$ cat src/rtl/tcq_pkg.sv
package tcq_pkg;

  localparam int unsigned ENTRIES = 32;
  localparam int unsigned CNT_W   = 6;
  localparam int unsigned ADDR_W  = 4;

  localparam logic [2:0] ACT_STORE  = 3'd0;
  localparam logic [2:0] ACT_LOOKUP = 3'd1;
  localparam logic [2:0] ACT_REMOVE = 3'd2;
  localparam logic [2:0] ACT_TICK   = 3'd3;
  localparam logic [2:0] ACT_TRIM   = 3'd4;

  localparam logic [1:0] REG_PER_KEY  = 2'd0;
  localparam logic [1:0] REG_TOTAL    = 2'd1;
  localparam logic [1:0] REG_LIFETIME = 2'd2;

  localparam logic [5:0]  PER_KEY_RST  = 6'd2;
  localparam logic [5:0]  TOTAL_RST    = 6'd32;
  localparam logic [31:0] LIFETIME_RST = 32'd86400;

  typedef struct packed {
    logic [2:0]  action;
    logic [31:0] key_id;
    logic [31:0] handle;
  } in_t;

  typedef struct packed {
    logic        kind;
    logic        found;
    logic [31:0] out_handle;
    logic [5:0]  entry_count;
    logic        last;
  } out_t;

  typedef struct packed {
    logic ins;
    logic clr;
  } cell_ctrl_t;

  typedef struct packed {
    logic        valid;
    logic        match;
    logic [31:0] key;
    logic [31:0] handle;
    logic [31:0] age;
    logic [31:0] ord_age;
  } cell_view_t;

endpackage

$ cat src/rtl/tcq_cell.sv
module tcq_cell (
  input  logic                clk_i,
  input  logic                rst_ni,
  input  tcq_pkg::cell_ctrl_t ctrl_i,
  input  logic [31:0]         key_i,
  input  logic [31:0]         handle_i,
  input  logic [31:0]         now_i,
  input  logic [31:0]         seq_i,
  input  logic [31:0]         cmp_key_i,
  output tcq_pkg::cell_view_t view_o
);

  logic        valid_q;
  logic [31:0] key_q;
  logic [31:0] handle_q;
  logic [31:0] stamp_q;
  logic [31:0] order_q;

  always_ff @(posedge clk_i or negedge rst_ni) begin
    if (!rst_ni) begin
      valid_q <= 1'b0;
    end else if (ctrl_i.ins) begin
      valid_q <= 1'b1;
    end else if (ctrl_i.clr) begin
      valid_q <= 1'b0;
    end
  end

  always_ff @(posedge clk_i) begin
    if (ctrl_i.ins) begin
      key_q    <= key_i;
      handle_q <= handle_i;
      stamp_q  <= now_i;
      order_q  <= seq_i;
    end
  end

  always_comb begin
    view_o.valid   = valid_q;
    view_o.match   = valid_q && (key_q == cmp_key_i);
    view_o.key     = key_q;
    view_o.handle  = handle_q;
    view_o.age     = now_i - stamp_q;
    view_o.ord_age = seq_i - order_q;
  end

endmodule

$ cat config.mk
export PLATFORM = sky130hd
export DESIGN_NAME = tcq_cell
export DESIGN_NICKNAME = d
export VERILOG_FILES = /design/src/rtl/tcq_pkg.sv /design/src/rtl/tcq_cell.sv
export SDC_FILE = /design/constraint.sdc
export NUM_CORES = 1
export LEC_CHECK = 0
export CAP_MARGIN = 10
export CORE_MARGIN = 2
export CORE_UTILIZATION = 40
export DETAILED_ROUTE_END_ITERATION = 8
export DONT_BUFFER_PORTS = 1
export GPL_ROUTABILITY_DRIVEN = 0
export SLEW_MARGIN = 10
export SYNTH_ARGS = -nofsm -noshare
export SYNTH_HDL_FRONTEND = slang
export SYNTH_SLANG_ARGS = --single-unit
$ cat constraint.sdc
create_clock -name clk_i -period 4.65 [get_ports clk_i]
set_input_delay 0.6975 -clock clk_i [delete_from_list [all_inputs] [get_ports clk_i]]
set_output_delay 0.6975 -clock clk_i [all_outputs]
set_load 0.05 [all_outputs]
==> summary.md, run 1 <==
| Metric | Value |
|---|---|
| Core area | `19300 um^2` |
| Routed vias | `5558` |
| Row count | `51` |
| Max-cap violation count | `0` |
| CTS tree | `yes` |
| Worst setup margin | `0.295 ns` |
| Initial antenna violation count | `4` |
| Width of the die | `144 um` |
| Post-cts gate resize count | `0` |
| Detailed-route vias per instance | `5.35` |
| FF-to-FF setup slack | `3.68 ns` |
| DP Wirelength | `14.5 mm` |
| Die Y | `144 um` |
| DRT antenna net count | `0` |
| Unrepaired setup endpoints after global routing | `false` |
| EDFF count, synth | `128` |
| First-pass GRT wire length | `27.7 mm` |
| Least-Margin Pin Slew | `1.17 ns` |
| Startpoint Class | `flip-flop` |
| Post-synthesis sequential area ratio | `49.7%` |
| Largest net degree at the start of global routing | `130` |
| Syn nets | `927` |
| Io pins | `294` |
| Num CTS Buffers | `17` |
| #FFs+latches synth | `129` |
| Number of DRC markers in iteration 0 | `333` |
| # fillers | `1755` |
| Drt wl/cell | `18.0 um` |
| Final Slew Violations | `0` |
| Die area | `20600 um^2` |
| Ys async rst share | `0.775%` |
| Post-Syn Area | `7790 um^2` |
| Clk Latency, worst-skew pair | `0.40 ns` |
| # port buffers | `0` |
| Area leader, netlist | `edfxtp_1` |
| Final count of negative-setup-slack endpoints | `0` |
| Clk buf depth | `2` |
| Fmax | `0.230 GHz` |
| Net count, final | `986` |
| CP Class | `reg -> out` |
| Reg clk slew, reported paths | `0.06 ns` |
| YS warnings | `0` |
| Worst min path class | `in -> reg` |
| CTS H-tree lvls | `4` |
| Fin crit period | `4.36 ns` |
| Share of cells above drive strength 1 | `13.4%` |
| Clock root cell | `clkbuf_16` |
| DR pass1 iterations | `4` |
| Commonest non-fill, non-tap cell in the layout | `edfxtp_1` |
| CP endpoint kind | `primary output` |
| Required time worst endpoint | `3.95 ns` |
| GR Util All Layers | `17.5%` |
| GRT overflow | `0` |
| Most frequent cells in the layout | `128 x edfxtp_1, 80 x inv_1, 62 x xnor2_1, 62 x ha_1, 53 x buf_4` |
| CP Max Fanout | `4` |
| Syn_area_per_cell | `11.1 um^2` |
| Initial Util | `40.4%` |
| Final wirelength | `18.7 mm` |
| Synth top area cells | `edfxtp_1 49%, ha_1 10%, xnor2_1 7.0%` |
| Cells after Synth | `699` |
| CP arrival | `3.66 ns` |
| Clock skew | `0 ns` |
| PwrDens | `493 nW/um^2` |
| CTS sink cnt | `129` |
| Max IR drop VDD | `0.229 mV` |
| TNS Setup | `0 ns` |
| Most used DFF post-synth | `edfxtp_1` |
| Final period utilization | `93.7%` |
| Total DRC errors in the routed layout | `0` |
| Slew margin rel. | `21.2%` |
| Vias in the first global route | `5584` |
| Pre-CTS setup slack | `0.418 ns` |
| Area Overhead vs Synth | `17.2%` |
| Status | `complete, no violations` |
| Synth unique cells | `67` |
| Share of the synthesized area in the top cell type | `49.3%` |
| Leak Pwr | `3.77 nW` |
| Final hold vios | `0` |
synthesized netlist by cell type (2+ instances only):
master	count
a2111oi_0	2
a211oi_1	9
a211oi_2	2
a21o_1	25
a21oi_1	50
a21oi_2	2
a221oi_2	2
a31oi_1	5
a41oi_1	3
and2_1	2
and3_1	7
clkbuf_1	12
edfxtp_1	128
fa_1	2
ha_1	62
inv_1	80
nand2_1	41
nand2b_1	8
nand3_1	9
nand4_1	19
nor2_1	38
nor2b_1	4
nor3_1	4
nor4_1	4
o211ai_1	4
o21a_1	8
o21ai_0	25
o21ai_1	6
o21bai_1	5
o31ai_1	5
o41ai_4	2
xnor2_1	62
xor2_1	28
final timing paths:
check / end / cells past startpoint / startpoint
max: view_o[30] / 11 / order_q[0]
min: order_q[18] / 0 / seq_i[18]
max reg2reg: valid_q / 1 / valid_q
min reg2reg: valid_q / 1 / valid_q
max in group asynchronous: valid_q / 1 / rst_ni
min in group asynchronous: valid_q / 1 / rst_ni
through the flow:
step           std cells  util (%)  total power, mW  hold slack (ns)  instance area [um^2]
6_report            1039      47.4             4.50            0.375                  9140
5_1_grt             1036      47.4             4.69            0.345                  9130
4_1_cts             1036      47.4             4.55            0.352                  9130
2_1_floorplan        699         -             2.71            0.402                  7790
3_5_place_dp        1003      44.0             3.06            0.402                  8480
3_3_place_gp        1003      44.0             3.05            0.402                  8480
routing by layer:
metal  GRT usage [%]  wire length, um
met5               0               13
met2            31.4             9460
met4            5.83              348
met3            7.46             1820
met1            18.4             7100
timing repair:
| item | CTS | global route |
|---|---|---|
| setup buffers | 0 | 0 |
| hold buffers | 1 | 0 |
| endpoints found under the hold margin | 1 | 0 |
| endpoints found under the setup margin | 0 | 0 |
power by group:
group          switching (mW)  total [mW]  internal, mW
logic                    1.00        1.46         0.458
clock network           0.507        1.45         0.948
registers               0.202        1.59          1.39
total                    1.71        4.50          2.79
flip-flops by register name (all words and copies together) (netlist names):
name	cells
handle_q	32
order_q	32
key_q	32
stamp_q	32
valid_q	1
layout make-up:
class	instances	area (um^2)	share of cell area (%)
antenna	3	7.51	0.0822
multi-input combinational	476	3580	39.2
timing repair buffer	54	408	4.47
clock inverter	15	215	2.36
clock buffer	17	425	4.66
sequential	129	3870	42.4
inverter	80	300	3.29
tap	265	332	3.63
critical path, cell delays in order (launching register included):
cell       delay, ns
edfxtp_1        0.37
ha_1            0.22
fa_1            0.40
and2b_1         0.23
o2111ai_1       0.15
a21boi_2        0.28
a41oi_1         0.25
o31ai_1         0.64
nand4_1         0.16
nand3b_1        0.13
xor2_1          0.18
buf_4           0.23
kinds of logic after synthesis:
logic type	count (synthesis)	synth area share (%)
buffers and inverters	94	4.59
adder cells (fa/ha/maj)	64	10.5
multiplexers	1	0.128
AND/OR/NAND/NOR	146	9.27
flip-flops	129	49.7
AO/OA/AOI/OAI	175	15.8
XOR/XNOR	90	10.1
Power figures use the tool's default switching activity.
==> inputs of run 2 (changes only) <==
--- a/config.mk
+++ b/config.mk
@@ -7,10 +7,12 @@
 export LEC_CHECK = 0
 export CAP_MARGIN = 10
 export CORE_MARGIN = 2
-export CORE_UTILIZATION = 40
+export CORE_UTILIZATION = 55
+export CTS_BUF_LIST = sky130_fd_sc_hd__clkbuf_8
 export DETAILED_ROUTE_END_ITERATION = 8
 export DONT_BUFFER_PORTS = 1
 export GPL_ROUTABILITY_DRIVEN = 0
+export PLACE_DENSITY = 0.7
 export SLEW_MARGIN = 10
 export SYNTH_ARGS = -nofsm -noshare
 export SYNTH_HDL_FRONTEND = slang
==> summary.md, run 2 (synthesized netlist as in run 1, its figures left out) <==
| Metric | Value |
|---|---|
| Status | `complete, no violations` |
| Final count of negative-setup-slack endpoints | `0` |
| CTS sink cnt | `129` |
| CP endpoint kind | `primary output` |
| Crit-path max cell delay | `0.96 ns` |
| Final Util | `63.6%` |
| Area Overhead vs Synth | `13.3%` |
| Routed vias | `5631` |
| CTS tree | `yes` |
| Total DRC errors in the routed layout | `0` |
| Final wirelength | `19.6 mm` |
| Max IR drop VDD | `0.345 mV` |
| CP Max Fanout | `9` |
| Width of the die | `123 um` |
| Number of DRC markers in iteration 0 | `447` |
| Buf+Inv Stages, Crit Path | `1` |
| Vias in the first global route | `5524` |
| Slowest-stage cell, CP | `xnor2_1` |
| Num CTS Buffers | `17` |
| Clock skew | `0 ns` |
| Commonest non-fill, non-tap cell in the layout | `edfxtp_1` |
| Detailed-route vias per instance | `5.91` |
| Drt wl/cell | `20.6 um` |
| Net count, final | `984` |
| Die area | `15100 um^2` |
| Unrepaired setup endpoints after global routing | `false` |
| Final hold vios | `0` |
| CP Class | `reg -> out` |
| Startpoint Class | `flip-flop` |
| Worst path top cell family by delay | `compound AO/OA/AOI/OAI gates` |
| Ordered list of cells on the worst path | `inv_1, ha_1, a21o_1, a21o_1, a21oi_1, nor2_1, a2111oi_0, o41ai_1, xnor2_1` |
| Required time worst endpoint | `3.95 ns` |
| PwrDens | `470 nW/um^2` |
| Fin crit period | `4.26 ns` |
| Reg clk slew, reported paths | `0.09 ns` |
| Worst min path class | `in -> reg` |
| Clk buf depth | `2` |
| GRT overflow | `0` |
| Least-Margin Pin Slew | `1.19 ns` |
| Final period utilization | `91.6%` |
| DRT antenna net count | `0` |
| TNS Setup | `0 ns` |
| Max-cap violation count | `0` |
| Clock root cell | `clkbuf_8` |
| Initial Util | `56.1%` |
| Leak Pwr | `3.68 nW` |
| Hold WS | `0.346 ns` |
| Most frequent cells in the layout | `128 x edfxtp_1, 81 x inv_1, 62 x xnor2_1, 62 x ha_1, 51 x buf_4` |
| DR pass1 iterations | `5` |
| Clk Latency, worst-skew pair | `0.43 ns` |
| Core area | `13900 um^2` |
| GR Util All Layers | `25.0%` |
| Slew margin rel. | `19.9%` |
| Die Y | `123 um` |
| First-pass GRT wire length | `28.3 mm` |
| Final Slew Violations | `0` |
| CP dominant cell by count | `a21o_1` |
| # fillers | `1090` |
| Fmax | `0.235 GHz` |
| Initial antenna violation count | `6` |
| DP Wirelength | `15.0 mm` |
| Io pins | `294` |
| Largest net degree at the start of global routing | `130` |
| Row count | `43` |
| Share of cells above drive strength 1 | `13.3%` |
| CTS H-tree lvls | `4` |
| # port buffers | `0` |
| CP arrival | `3.56 ns` |
## run 2: metal layers
| metal | GRT usage [%] | wire length, um | vias up |
|---|---|---|---|
| met5 | 0 | 44 | - |
| met4 | 10.4 | 600 | 6 |
| met3 | 9.64 | 1830 | 44 |
| met2 | 43.8 | 9810 | 277 |
| met1 | 26.9 | 7290 | 2640 |
| li1 | - | - | 2664 |
## run 2: path summary, 6_finish.rpt
kind                                  start           to  slack (ns)  depth (start not counted)
max in group asynchronous            rst_ni      valid_q        4.07                          1
min in group asynchronous            rst_ni      valid_q        0.48                          1
worst min register to register      valid_q      valid_q        0.90                          1
worst min-delay path              now_i[20]  stamp_q[20]        0.35                          0
worst max register to register      valid_q      valid_q        3.68                          1
worst max-delay path            stamp_q[25]   view_o[62]        0.39                          9
## run 2: layout make-up
type | count | area, um^2 | share of cell area [%]
Tap cell | 180 | 225 | 2.55
Multi-Input combinational cell | 476 | 3580 | 40.6
Clock inverter | 15 | 215 | 2.44
Antenna cell | 3 | 7.51 | 0.0850
Clock buffer | 17 | 234 | 2.65
Sequential cell | 129 | 3870 | 43.8
Inverter | 80 | 300 | 3.40
Timing Repair Buffer | 52 | 393 | 4.45
## run 2: per-stage QoR
step	cells	setup WS [ns]	total power, mW	instance area, um^2
after floorplan	699	0.455	2.71	7790
after global placement	916	0.470	3.04	8360
after detailed placement	916	0.363	3.06	8360
after CTS	949	0.216	4.17	8810
after global routing	949	0.116	4.31	8820
final	952	0.389	4.15	8830
## run 2: timing repair
| item | CTS | global route |
|---|---|---|
| setup endpoints to repair | 0 | 1 |
| resized for setup | 0 | 1 |
| hold buffers | 1 | 0 |
| setup buffers | 0 | 0 |
| hold endpoints to repair | 1 | 0 |
## run 2: power breakdown
part / switching (mW) / internal [mW]
clock: 0.458 / 0.635
sequential: 0.212 / 1.38
combinational: 1.00 / 0.453
==> inputs of run 3 (changes only) <==
--- a/config.mk
+++ b/config.mk
@@ -6,13 +6,15 @@
 export NUM_CORES = 1
 export LEC_CHECK = 0
 export CAP_MARGIN = 10
+export CORE_ASPECT_RATIO = 1.2
 export CORE_MARGIN = 2
-export CORE_UTILIZATION = 55
+export CORE_UTILIZATION = 51
 export CTS_BUF_LIST = sky130_fd_sc_hd__clkbuf_8
 export DETAILED_ROUTE_END_ITERATION = 8
 export DONT_BUFFER_PORTS = 1
 export GPL_ROUTABILITY_DRIVEN = 0
-export PLACE_DENSITY = 0.7
+export PLACE_DENSITY = 0.66
+export REMOVE_ABC_BUFFERS = 1
 export SLEW_MARGIN = 10
 export SYNTH_ARGS = -nofsm -noshare
 export SYNTH_HDL_FRONTEND = slang
==> summary.md, run 3 (synthesized netlist as in run 1, its figures left out) <==
| Metric | Value |
|---|---|
| CP endpoint kind | `primary output` |
| DRT antenna net count | `0` |
| Storage element area | `3870 um^2` |
| Share of cells above drive strength 1 | `13.6%` |
| CTS H-tree lvls | `4` |
| Unrepaired setup endpoints after global routing | `false` |
| First-pass GRT wire length | `28.8 mm` |
| Number of DRC markers in iteration 0 | `366` |
| CP Class | `reg -> out` |
| CP arrival | `3.64 ns` |
| TNS Setup | `0 ns` |
| Final non-filler cell total | `975` |
| Width of the die | `117 um` |
| Vias in the first global route | `5653` |
| CTS sink cnt | `129` |
| Most frequent cells in the layout | `128 x edfxtp_1, 80 x inv_1, 62 x xnor2_1, 62 x ha_1, 53 x buf_4` |
| Max-cap violation count | `0` |
| Min-Delay Path Depth | `0` |
| Leak Pwr | `3.68 nW` |
| Final period utilization | `93.2%` |
| Largest net degree at the start of global routing | `130` |
| CTS tree | `yes` |
| Status | `complete, no violations` |
| Post-placement cell count | `942` |
| Required time worst endpoint | `3.95 ns` |
| Slew margin rel. | `22.4%` |
| Terminus of the critical flop-to-flop path | `valid_q` |
| Final count of negative-setup-slack endpoints | `0` |
| Worst min path class | `in -> reg` |
| # fillers | `1256` |
| Clock skew | `0 ns` |
| Max IR drop VDD | `0.285 mV` |
| Drt wl/cell | `19.9 um` |
| Pwr Total | `4.09 mW` |
| Io pins | `294` |
| FF-to-FF setup slack | `3.71 ns` |
| Startpoint Class | `flip-flop` |
| CP Max Fanout | `3` |
| Final wirelength | `19.4 mm` |
| Total DRC errors in the routed layout | `0` |
| Least-Margin Pin Slew | `1.16 ns` |
| DR pass1 iterations | `5` |
| GRT overflow | `0` |
| Setup bufs post-CTS | `0` |
| Reg clk slew, reported paths | `0.08 ns` |
| Hold Path End | `stamp_q[14]` |
| Area Overhead vs Synth | `13.4%` |
| Crit-path max cell delay | `0.56 ns` |
| Detailed-route vias per instance | `5.76` |
| Reg2reg start | `valid_q` |
| Fin crit period | `4.33 ns` |
| Clk buf depth | `2` |
| Die area | `16300 um^2` |
| Commonest non-fill, non-tap cell in the layout | `edfxtp_1` |
| Initial antenna violation count | `3` |
| Clock root cell | `clkbuf_8` |
| Slowest-stage cell, CP | `xnor2_1` |
| Ordered list of cells on the worst path | `ha_1, fa_1, nand2b_1, a21oi_2, o21ai_1, and2_4, o31ai_4, a41oi_1, o41ai_1, xnor2_1` |
| Area of the multi-input gates | `3580 um^2` |
| Initial Util | `52.1%` |
| ANT cells | `0` |
| Routed vias | `5620` |
| Clk Latency, worst-skew pair | `0.43 ns` |
| # port buffers | `0` |
| Final Slew Violations | `0` |
| Startpoint of the worst hold path | `now_i[14]` |
| DP Wirelength | `15.2 mm` |
| GR Util All Layers | `23.4%` |
| PwrDens | `463 nW/um^2` |
| Num CTS Buffers | `17` |
| Row count | `49` |
| Final Util | `59.1%` |
| Fmax | `0.231 GHz` |
| Die Y | `139 um` |
| Worst R2R Path Depth | `1` |
| Core area | `15000 um^2` |
| Final hold vios | `0` |
| Net count, final | `986` |
==> run 3: metal layers <==
layer / track usage [%] / vias up / part of all wire [%]
li1: - / 2660 / -
met1: 24.3 / 2634 / 36
met2: 41.1 / 279 / 51
met3: 9.02 / 43 / 10
met4: 10.5 / 4 / 3.3
met5: 0 / - / 0.12
==> run 3: how the worst max path moves through the flow <==
| stage | endpoint | cells past startpoint | from | slack (ns) |
|---|---|---|---|---|
| 6_report | view_o[62] | 10 | stamp_q[0] | 0.32 |
| 5_1_grt | view_o[62] | 10 | stamp_q[0] | 0.15 |
| 4_1_cts | view_o[62] | 10 | stamp_q[0] | 0.27 |
| 3_5_place_dp | view_o[62] | 11 | now_i[0] | 0.41 |
| 3_3_place_gp | view_o[62] | 11 | now_i[0] | 0.56 |
| 2_1_floorplan | view_o[26] | 10 | seq_i[0] | 0.45 |
==> run 3: area by class of cell <==
class	count	area share, %
repair buffers	54	4.62
clock inverters	15	2.18
flip-flops and latches	129	43.8
inverters	80	3.40
multi-input cells	476	40.5
clock buffers	17	2.65
well taps	204	2.89
==> run 3: timing repair <==
item | 4_1_cts | 5_1_grt
resized for setup | 0 | 0
setup endpoints to repair | 0 | 0
hold buffers | 1 | 0
hold endpoints to repair | 1 | 0
==> run 3: critical path: cells and delay by family (launching register included) <==
family                     cells  cell delay [ns]
DFF                            1             0.38
xor gates and xnor gates       1             0.56
and+or+nand+nor                2             0.34
AOI/OAI and AO/OA              5             1.29
adders and majority gates      2             0.63
==> run 3: stage by stage <==
step / area [um^2] / worst slack, ns / hold WS [ns]
finish: 8840 / 0.316 / 0.341
global route: 8840 / 0.149 / 0.305
CTS: 8840 / 0.272 / 0.310
detailed placement: 8400 / 0.413 / 0.402
global placement: 8400 / 0.563 / 0.402
floorplan: 7730 / 0.455 / 0.402
==> run 3: power by group <==
group,internal [mW],switching (mW)
Combinational,0.457,1.00
Clock,0.579,0.458
Sequential,1.38,0.210
